## config.mk

```make
export PLATFORM = sky130hd
export DESIGN_NAME = call_control_fsm_unit
export DESIGN_NICKNAME = d
export VERILOG_FILES = /design/src/rtl/ccf_pkg.sv /design/src/rtl/ccf_cfg_regs.sv /design/src/rtl/ccf_step.sv /design/src/rtl/call_control_fsm_unit.sv
export SDC_FILE = /design/constraint.sdc
export NUM_CORES = 1
export LEC_CHECK = 0
export BUFFER_PORTS_ARGS = -buffer_cell sky130_fd_sc_hd__buf_2
export CORE_MARGIN = 2
export CORE_UTILIZATION = 46
export DETAILED_ROUTE_END_ITERATION = 8
export PLACE_DENSITY_LB_ADDON = 0.15
export SYNTH_ARGS = -nofsm -noshare
export SYNTH_HDL_FRONTEND = slang
export SYNTH_SLANG_ARGS = --single-unit
```

## constraint.sdc

```tcl
create_clock -name clk -period 5.5 [get_ports clk]
set_clock_uncertainty 0.15 [all_clocks]
set_input_delay 0.275 -clock clk [delete_from_list [all_inputs] [get_ports clk]]
set_output_delay 0.275 -clock clk [all_outputs]
set_load 0.01 [all_outputs]
```

## src/rtl/ccf_pkg.sv

```systemverilog
// Shared constants, command codes and the result record of the call control unit.
`default_nettype none

package ccf_pkg;

  // Width of the peer id ports; the stored peer may be narrower.
  localparam int unsigned PEER_PORT_BITS = 64;
  localparam int unsigned PEER_ID_BITS_DEFAULT = 64;

  // Time-in-phase counter and timeout registers.
  localparam int unsigned CNT_BITS = 20;
  localparam logic [CNT_BITS-1:0] CNT_MAX = {CNT_BITS{1'b1}};
  localparam logic [CNT_BITS-1:0] CALLING_TIMEOUT_RST = 20'd30000;
  localparam logic [CNT_BITS-1:0] RINGING_TIMEOUT_RST = 20'd15000;

  // Configuration register indexes.
  localparam int unsigned CFG_INDEX_BITS = 4;
  localparam logic [CFG_INDEX_BITS-1:0] CFG_CALLING_TIMEOUT = 4'd0;
  localparam logic [CFG_INDEX_BITS-1:0] CFG_RINGING_TIMEOUT = 4'd1;

  // Command codes.
  localparam int unsigned CMD_BITS = 4;
  localparam logic [CMD_BITS-1:0] CMD_OFFER        = 4'd0;
  localparam logic [CMD_BITS-1:0] CMD_RECV_OFFER   = 4'd1;
  localparam logic [CMD_BITS-1:0] CMD_RECV_ANSWER  = 4'd2;
  localparam logic [CMD_BITS-1:0] CMD_RECV_REJECT  = 4'd3;
  localparam logic [CMD_BITS-1:0] CMD_RECV_TIMEOUT = 4'd4;
  localparam logic [CMD_BITS-1:0] CMD_TIMEOUT      = 4'd5;
  localparam logic [CMD_BITS-1:0] CMD_CLOSE        = 4'd6;
  localparam logic [CMD_BITS-1:0] CMD_ANSWER       = 4'd7;
  localparam logic [CMD_BITS-1:0] CMD_REJECT       = 4'd8;
  localparam logic [CMD_BITS-1:0] CMD_RECV_BYE     = 4'd9;

  // Action codes.
  localparam logic ACT_COMMAND = 1'b0;
  localparam logic ACT_TICK    = 1'b1;

  // Result fields other than the peer id.
  typedef struct packed {
    logic       status;
    logic [1:0] call_state;
    logic [1:0] prior_state;
    logic       state_changed;
    logic       timed_out;
    logic       initiator;
  } ccf_result_t;

endpackage

`default_nettype wire

```

## src/rtl/ccf_cfg_regs.sv

```systemverilog
// Timeout configuration registers of the call control unit.
`default_nettype none

module ccf_cfg_regs (
  input  wire logic                               clk,
  input  wire logic                               rst,
  input  wire logic                               wr_en,
  input  wire logic [ccf_pkg::CFG_INDEX_BITS-1:0] wr_index,
  input  wire logic [ccf_pkg::CNT_BITS-1:0]       wr_data,
  output logic      [ccf_pkg::CNT_BITS-1:0]       calling_timeout,
  output logic      [ccf_pkg::CNT_BITS-1:0]       ringing_timeout
);
  import ccf_pkg::*;

  // Writes to an index beyond the list are dropped.
  always_ff @(posedge clk) begin
    if (rst) begin
      calling_timeout <= CALLING_TIMEOUT_RST;
      ringing_timeout <= RINGING_TIMEOUT_RST;
    end else if (wr_en) begin
      if (wr_index == CFG_CALLING_TIMEOUT) begin
        calling_timeout <= wr_data;
      end
      if (wr_index == CFG_RINGING_TIMEOUT) begin
        ringing_timeout <= wr_data;
      end
    end
  end

endmodule

`default_nettype wire

```

## src/rtl/ccf_step.sv

```systemverilog
// Call phase state, peer store and time-in-phase counter with their update logic.
`default_nettype none

module ccf_step #(
  parameter int unsigned PEER_ID_BITS = ccf_pkg::PEER_ID_BITS_DEFAULT
) (
  input  wire logic                         clk,
  input  wire logic                         rst,
  input  wire logic                         fire,
  input  wire logic                         action,
  input  wire logic [ccf_pkg::CMD_BITS-1:0] command,
  input  wire logic                         has_peer,
  input  wire logic [PEER_ID_BITS-1:0]      peer_id,
  input  wire logic [ccf_pkg::CNT_BITS-1:0] calling_timeout,
  input  wire logic [ccf_pkg::CNT_BITS-1:0] ringing_timeout,
  output ccf_pkg::ccf_result_t              res,
  output logic      [PEER_ID_BITS-1:0]      peer_out
);
  import ccf_pkg::*;

  typedef enum logic [1:0] {
    PH_IDLE     = 2'd0,
    PH_CALLING  = 2'd1,
    PH_INCOMING = 2'd2,
    PH_INCALL   = 2'd3
  } phase_t;

  phase_t                  phase;
  phase_t                  phase_next;
  logic [CNT_BITS-1:0]     time_in_phase;
  logic [CNT_BITS-1:0]     time_in_phase_next;
  logic [CNT_BITS-1:0]     cnt_inc;
  logic [PEER_ID_BITS-1:0] peer;
  logic [PEER_ID_BITS-1:0] peer_next;
  logic                    we_initiated;
  logic                    we_initiated_next;
  logic                    status;
  logic                    expired;

  assign cnt_inc = (time_in_phase == CNT_MAX) ? time_in_phase
                                              : time_in_phase + CNT_BITS'(1);

  // The timeout is compared with the count after the increment.
  assign expired = ((phase == PH_CALLING) && (cnt_inc >= calling_timeout)) ||
                   ((phase == PH_INCOMING) && (cnt_inc >= ringing_timeout));

  always_comb begin
    phase_next         = phase;
    time_in_phase_next = time_in_phase;
    peer_next          = peer;
    we_initiated_next  = we_initiated;
    status             = 1'b0;

    if (action == ACT_TICK) begin
      time_in_phase_next = cnt_inc;
      if (expired) begin
        phase_next = PH_IDLE;
      end
    end else begin
      case (phase)
        PH_IDLE: begin
          if (has_peer && (command == CMD_OFFER)) begin
            phase_next        = PH_CALLING;
            peer_next         = peer_id;
            we_initiated_next = 1'b1;
          end else if (has_peer && (command == CMD_RECV_OFFER)) begin
            phase_next        = PH_INCOMING;
            peer_next         = peer_id;
            we_initiated_next = 1'b0;
          end else begin
            status = 1'b1;
          end
        end
        PH_CALLING: begin
          if (command == CMD_RECV_ANSWER) begin
            phase_next = PH_INCALL;
          end else if (command inside {CMD_RECV_REJECT, CMD_RECV_TIMEOUT,
                                       CMD_TIMEOUT, CMD_CLOSE}) begin
            phase_next = PH_IDLE;
          end else begin
            status = 1'b1;
          end
        end
        PH_INCOMING: begin
          if (command == CMD_ANSWER) begin
            phase_next = PH_INCALL;
          end else if (command inside {CMD_REJECT, CMD_TIMEOUT, CMD_CLOSE}) begin
            phase_next = PH_IDLE;
          end else begin
            status = 1'b1;
          end
        end
        PH_INCALL: begin
          if (command inside {CMD_CLOSE, CMD_RECV_BYE, CMD_RECV_REJECT}) begin
            phase_next = PH_IDLE;
          end else begin
            status = 1'b1;
          end
        end
        default: begin
          status = 1'b1;
        end
      endcase
    end

    // Every phase change restarts the counter, and a return to idle drops the peer.
    if (phase_next != phase) begin
      time_in_phase_next = '0;
      if (phase_next == PH_IDLE) begin
        peer_next         = '0;
        we_initiated_next = 1'b0;
      end
    end
  end

  always_ff @(posedge clk) begin
    if (rst) begin
      phase         <= PH_IDLE;
      time_in_phase <= '0;
      peer          <= '0;
      we_initiated  <= 1'b0;
    end else if (fire) begin
      phase         <= phase_next;
      time_in_phase <= time_in_phase_next;
      peer          <= peer_next;
      we_initiated  <= we_initiated_next;
    end
  end

  always_comb begin
    res.status        = status;
    res.call_state    = phase_next;
    res.prior_state   = phase;
    res.state_changed = (phase_next != phase);
    res.timed_out     = (action == ACT_TICK) && expired;
    res.initiator     = we_initiated_next;
  end

  assign peer_out = peer_next;

endmodule

`default_nettype wire

```

## src/rtl/call_control_fsm_unit.sv

```systemverilog
// Top level of the call control unit: input register, phase update and result register.
`default_nettype none

// Channel   Handshake               Contents
// item      item_valid/item_stall   action, command, has_peer, peer_id
// result    result_valid/result_stall  status, call_state, prior_state,
//                                   state_changed, timed_out, current_peer, initiator
// config    cfg_valid/cfg_ready     cfg_index, cfg_data (20-bit timeout values)
//
// One word is taken every cycle while the item side is not stalled. A word is held in the
// input register, and its result is then registered in the result register, where it
// waits until it is accepted.
// The phase update between the two registers is a single pass per word.
// Reset is synchronous on rst and returns the unit to idle with no peer and the
// default timeouts. A stall on the result side holds the result register, and the
// input register still takes one further word before the item side is stalled.
// Configuration writes are always ready.

module call_control_fsm_unit #(
  parameter int unsigned PEER_ID_BITS = ccf_pkg::PEER_ID_BITS_DEFAULT
) (
  input  wire logic                               clk,
  input  wire logic                               rst,

  input  wire logic                               item_valid,
  output logic                                    item_stall,
  input  wire logic                               action,
  input  wire logic [ccf_pkg::CMD_BITS-1:0]       command,
  input  wire logic                               has_peer,
  input  wire logic [ccf_pkg::PEER_PORT_BITS-1:0] peer_id,

  output logic                                    result_valid,
  input  wire logic                               result_stall,
  output logic                                    status,
  output logic      [1:0]                         call_state,
  output logic      [1:0]                         prior_state,
  output logic                                    state_changed,
  output logic                                    timed_out,
  output logic      [ccf_pkg::PEER_PORT_BITS-1:0] current_peer,
  output logic                                    initiator,

  input  wire logic                               cfg_valid,
  output logic                                    cfg_ready,
  input  wire logic [ccf_pkg::CFG_INDEX_BITS-1:0] cfg_index,
  input  wire logic [ccf_pkg::CNT_BITS-1:0]       cfg_data
);
  import ccf_pkg::*;

  // Input register.
  logic                    in_full;
  logic                    in_action;
  logic [CMD_BITS-1:0]     in_command;
  logic                    in_has_peer;
  logic [PEER_ID_BITS-1:0] in_peer;

  // Result register.
  ccf_result_t             out_res;
  logic [PEER_ID_BITS-1:0] out_peer;

  ccf_result_t             step_res;
  logic [PEER_ID_BITS-1:0] step_peer;
  logic [CNT_BITS-1:0]     calling_timeout;
  logic [CNT_BITS-1:0]     ringing_timeout;
  logic                    take;
  logic                    advance;

  assign cfg_ready = 1'b1;

  // A word moves on whenever the result register is empty or being emptied.
  assign advance    = in_full && !(result_valid && result_stall);
  assign item_stall = in_full && result_valid && result_stall;
  assign take       = item_valid && !item_stall;

  ccf_cfg_regs u_cfg (
    .clk             (clk),
    .rst             (rst),
    .wr_en           (cfg_valid && cfg_ready),
    .wr_index        (cfg_index),
    .wr_data         (cfg_data),
    .calling_timeout (calling_timeout),
    .ringing_timeout (ringing_timeout)
  );

  ccf_step #(
    .PEER_ID_BITS (PEER_ID_BITS)
  ) u_step (
    .clk             (clk),
    .rst             (rst),
    .fire            (advance),
    .action          (in_action),
    .command         (in_command),
    .has_peer        (in_has_peer),
    .peer_id         (in_peer),
    .calling_timeout (calling_timeout),
    .ringing_timeout (ringing_timeout),
    .res             (step_res),
    .peer_out        (step_peer)
  );

  // Only the low PEER_ID_BITS of the peer id are kept.
  always_ff @(posedge clk) begin
    if (rst) begin
      in_full <= 1'b0;
    end else if (take) begin
      in_full <= 1'b1;
    end else if (advance) begin
      in_full <= 1'b0;
    end
  end

  always_ff @(posedge clk) begin
    if (take) begin
      in_action   <= action;
      in_command  <= command;
      in_has_peer <= has_peer;
      in_peer     <= peer_id[PEER_ID_BITS-1:0];
    end
  end

  always_ff @(posedge clk) begin
    if (rst) begin
      result_valid <= 1'b0;
    end else if (advance) begin
      result_valid <= 1'b1;
    end else if (!result_stall) begin
      result_valid <= 1'b0;
    end
  end

  always_ff @(posedge clk) begin
    if (advance) begin
      out_res  <= step_res;
      out_peer <= step_peer;
    end
  end

  assign status        = out_res.status;
  assign call_state    = out_res.call_state;
  assign prior_state   = out_res.prior_state;
  assign state_changed = out_res.state_changed;
  assign timed_out     = out_res.timed_out;
  assign initiator     = out_res.initiator;
  assign current_peer  = PEER_PORT_BITS'(out_peer);

endmodule

`default_nettype wire
```

**Yosys cells after proc, flatten, opt, wreduce, memory -nomap -nowiden**

Index checks and enable logic that the tools add are counted.

- Bits in registers: 271
- Bits in latches: 0
- RAM bits: 0
- Memory bits (read-only): 0
- Bits of input ports: 99
- Memories: 0

- Add/sub/neg operators: 1
- Multiply operators: 0
- Divide/modulo/power cells: 0
- Order comparisons: 2
- Equal/unequal tests: 16
- Shift-type cells: 0
- Muxes and demuxes: 37
- Bitwise operators: 0
- Reductions and logical operators: 25

Operators by type and width:

| kind | count |
|---|---|
| $mux W64 | 6 |
| $mux W20 | 3 |
| $ge A20 B20 Y1 | 2 |
| $add A20 B1 Y20 const B | 1 |
| $eq A20 B20 Y1 const B | 1 |
| $mux W2 | 9 |
| $mux W1 | 17 |
| $eq A4 B3 Y1 const B | 4 |
| $logic_and A1 B1 Y1 | 10 |
| $eq A4 B1 Y1 const B | 2 |
| $eq A4 B2 Y1 const B | 2 |
| $eq A4 B4 Y1 const B | 2 |
| $logic_not A4 Y1 | 2 |
| $pmux W2 S4 | 1 |
| $reduce_and A2 Y1 | 3 |
| $reduce_bool A3 Y1 | 2 |
| $eq A2 B2 Y1 const B | 2 |
| $logic_not A2 Y1 | 2 |
| $pmux W1 S4 | 1 |
| $reduce_bool A2 Y1 | 2 |
| $reduce_bool A4 Y1 | 1 |
| $eq A2 B1 Y1 const B | 1 |
| $logic_not A1 Y1 | 2 |
| $ne A2 B1 Y1 const B | 1 |
| 2 further kinds | 2 |

**Longest topological paths before layout**

- Depth after elaboration: 10
- Depth in mapped cells: 20
- Depth with buffers taken out: 17

**By module**

Synthesis repeated with hierarchy kept, for this count alone.

- Cells, all modules: 1169
- Area total of the unflattened synthesis: 12161.7 sq um

By module, submodules not included:

| module | instances | cells each | area each (sq um) | seq. area each (sq um) |
|---|---|---|---|---|
| ccf_step | 1 | 849 | 6119.6 | 1741.7 |
| call_control_fsm_unit | 1 | 154 | 4361.7 | 4304.1 |
| ccf_cfg_regs | 1 | 166 | 1680.4 | 800.8 |

**Worst setup path after synthesis**

Ideal clock, no wire load.

- Path kind: flip-flop to flip-flop
- Start: register u_step.time_in_phase[0]
- End: register u_step.peer[57]
- Library setup time: 0.070 ns
- Arrival: 4.161 ns
- Required time: 5.280 ns
- Path slack: 1.119 ns
- Stages on the path, launching flop included: 20
- Path buffers: 3
- Cell sequence: dfxtp_1 ha_1 and3_1 nand4_1 or4_1 clkbuf_1 and3_1 and4_1 xor2_1 ha_1 a21o_1 a221o_1 a221oi_1 o211a_1 or3b_4 nand3_4 a41o_1 buf_4 buf_4 a21oi_1

RTL lines:

| item | line | RTL |
|---|---|---|
| start, declared | ccf_step.sv:30 | `logic [CNT_BITS-1:0] time_in_phase;` |
| start signal, assigned | ccf_step.sv:124 | `time_in_phase <= time_in_phase_next;` |
| end signal, assigned | ccf_step.sv:125 | `peer <= peer_next;` |
| end, declared | ccf_step.sv:33 | `logic [PEER_ID_BITS-1:0] peer;` |

==> qor.yml <==
finish:
  antennaDiodeCount: 0
  multi_input_area_sq_mm: 0.00432
  fin_util: 0.584
  design_area_sq_mm: 0.0146
  nets: 1540
  regArea_sq_mm: 0.00685
  drive_above_1_share: 0.173
  n_fill_cell: 2122
  area_growth_pct: 25.6
floorplan:
  initial_core_util: 0.465
  die_x_microns: 163
  io_pins: 174
  row_count: 58
  coreArea_sq_mm: 0.0250
  die-height_microns: 163
  dieArea_sq_mm: 0.0265
place:
  dp_hpwl_microns: 16700
  place_congestion: 0.833
  dp_slack_ns: 0.336
  io_buffers: 172
  placed_area_sq_mm: 0.0127
detailed_routing:
  drc: 0
  antenna_left: 0
  avgViaCountPerCell: 5.17
  firstDrtPassIters: 5
  drt_wl_total_microns: 27600
  wl_per_cell_microns: 15.7
  drt-initial-drc-count: 722
  route.vias.total: 9053
global_routing:
  grtUsageTotal: 0.205
  grt_max_degree: 130
  first_global_vias: 8457
  grt_pass1_wl_microns: 44000
  grt_overflow: 0
  antenna_found_initial: 0
critical_path:
  rrSetupSlack_ns: 0.36
  startpoint_type: "flop"
  crit_arrival_ns: 5.48
  worstSetupPathType: "flop to flop"
  cp-end-kind: "flop"
  worstPathRequired_ns: 5.84
  worstPathMaxFanout: 43
yosys:
  yosys.area.top_type_share: 0.367
  synth_area_leaders: "edfxtp_1 (37%), dfxtp_1 (22%), nand2_1 (9.4%)"
  async_flop_share: 0
  yosys.area.top_type: "edfxtp_1"
  synth_seq_area_share: 0.590
  syn_area_sq_mm: 0.0116
  syn_inst: 1167
  synth_most_common_cell: "nand2_1"
  synth_fp_nets: 1307
  yosys_most_used_dff: "edfxtp_1"
  yosys-top-cells-count: "nand2_1 (292), a21oi_1 (174), edfxtp_1 (142), dfxtp_1 (129), o21ai_0 (76)"
  yosys_register_bits: 271
  syn_area_per_cell_sq_um: 9.95
  synth_edf_count: 142
  synth_cell_types: 65
  yosysWarnings: 0
status:
  status: "complete, no violations"
pwr:
  power.total_w: 0.00447
  ir_drop_mv: 0.253
  power_density_mw_per_mm2: 307
  p_leak_nw: 5.44
clocking:
  cts_buffer_depth: 3
  cts_max_level: 1
  cts_tree: "done"
  numCtsBuffers: 28
  clk_root_buffer_cell: "clkbuf_16"
  worstSkewPairLatency_ns: 0.56
  clock_sinks: 271
  path_clk_slew_ns: 0.06
sta:
  slew_headroom: 0.218
  setup_viol: 0
  fmax_mhz: 195
  drv_slew: 0
  timing.final.ws_setup_ns: 0.359
  setup-tns-final_ns: 0
  worst_slew_pin_slew_ns: 1.17
  layout_min_cycle_time_ns: 5.14
  period_share: 0.935
  hold_violations: 0
  rsz0062_at_grt: "false"
run:
  cap_viol_max_count: 0
worst_hold_path:
  hold_path_class: "input port to flop"
state kept, by name, indices dropped and copies added, names as in the netlist, 2 cells and up:
signal and count:
u_step.phase 2, call_state 2, u_cfg.calling_timeout 20, u_cfg.ringing_timeout 20, u_step.peer 64, in_command 4, in_peer 64, u_step.time_in_phase 20
prior_state 2, current_peer 64
critical path, cell delays in order, from the launching register on:
cell and delay (ns):
dfxtp_1 0.40, ha_1 0.20, and3_1 0.18, nand4_1 0.10, or4_1 0.69, and3_1 0.30, and4_1 0.24, xor2_1 0.21
ha_1 0.28, a21o_1 0.19, a221o_1 0.32, a221oi_1 0.30, o211a_1 0.27, or3b_4 0.17, nand3_4 0.11, a41o_2 0.48
buf_12 0.27, a21oi_1 0.16
cell type report:
type	count	area share
multi-input combinational	783	0.296
inverter	43	0.0112
tap	330	0.0283
timing repair buffer	273	0.129
clock buffer	35	0.0527
sequential	271	0.469
clock inverter	16	0.0140
metal layers:
metal / track usage / wire (microns)
met4: 0.0515 / 624
met1: 0.281 / 12500
met2: 0.340 / 13100
met3: 0.0346 / 1340
met5: 0 / 0
where the power goes:
group	internal, W	total (W)	switching [W]
registers	0.00220	0.00223	0.0000327
logic	0.000118	0.000274	0.000155
clock network	0.00118	0.00197	0.000788
total	0.00350	0.00447	0.000976
per-stage QoR:
stage / hold slack [ns] / std cells
after floorplan: 0.224 / 1167
after global routing: 0.130 / 1751
after detailed placement: 0.296 / 1608
after global placement: 0.294 / 1608
final: 0.116 / 1751
after CTS: 0.0997 / 1751
cell families after synthesis:
logic type / Yosys count / share of synthesized area
XOR/XNOR: 13 / 0.00981
AO/OA/AOI/OAI: 320 / 0.155
AND/OR/NAND/NOR: 403 / 0.153
multiplexers: 5 / 0.00463
other: 1 / 0.000323
buffers and inverters: 113 / 0.0430
flip-flops: 271 / 0.590
adder cells (fa/ha/maj): 41 / 0.0442
what timing repair did:
item	in CTS	in global routing
setup endpoints to repair	0	43
resized for setup	0	1
endpoints found under the hold margin	112	0
setup buffers	0	0
hold buffers	92	0
path summary, 6_finish.rpt:
path	startpoint	endpoint	cells after the start
min reg2reg	u_cfg.ringing_timeout[18]	u_cfg.ringing_timeout[18]	2
max	u_step.time_in_phase[0]	u_step.peer[62]	17
max reg2reg	u_step.time_in_phase[0]	u_step.peer[62]	17
min	cfg_index[1]	u_cfg.calling_timeout[17]	5
cell usage in the layout, fill, tap and decap left out, types with 21 or more instances in the layout:
master	n
ha_1	41
nor2_1	21
buf_2	172
a21oi_1	174
clkbuf_16	29
o21ai_0	76
nand2_1	291
edfxtp_1	142
dlygate4sd3_1	92
dfxtp_1	129
inv_1	41
No activity file was read; power rests on OpenSTA's default activity.
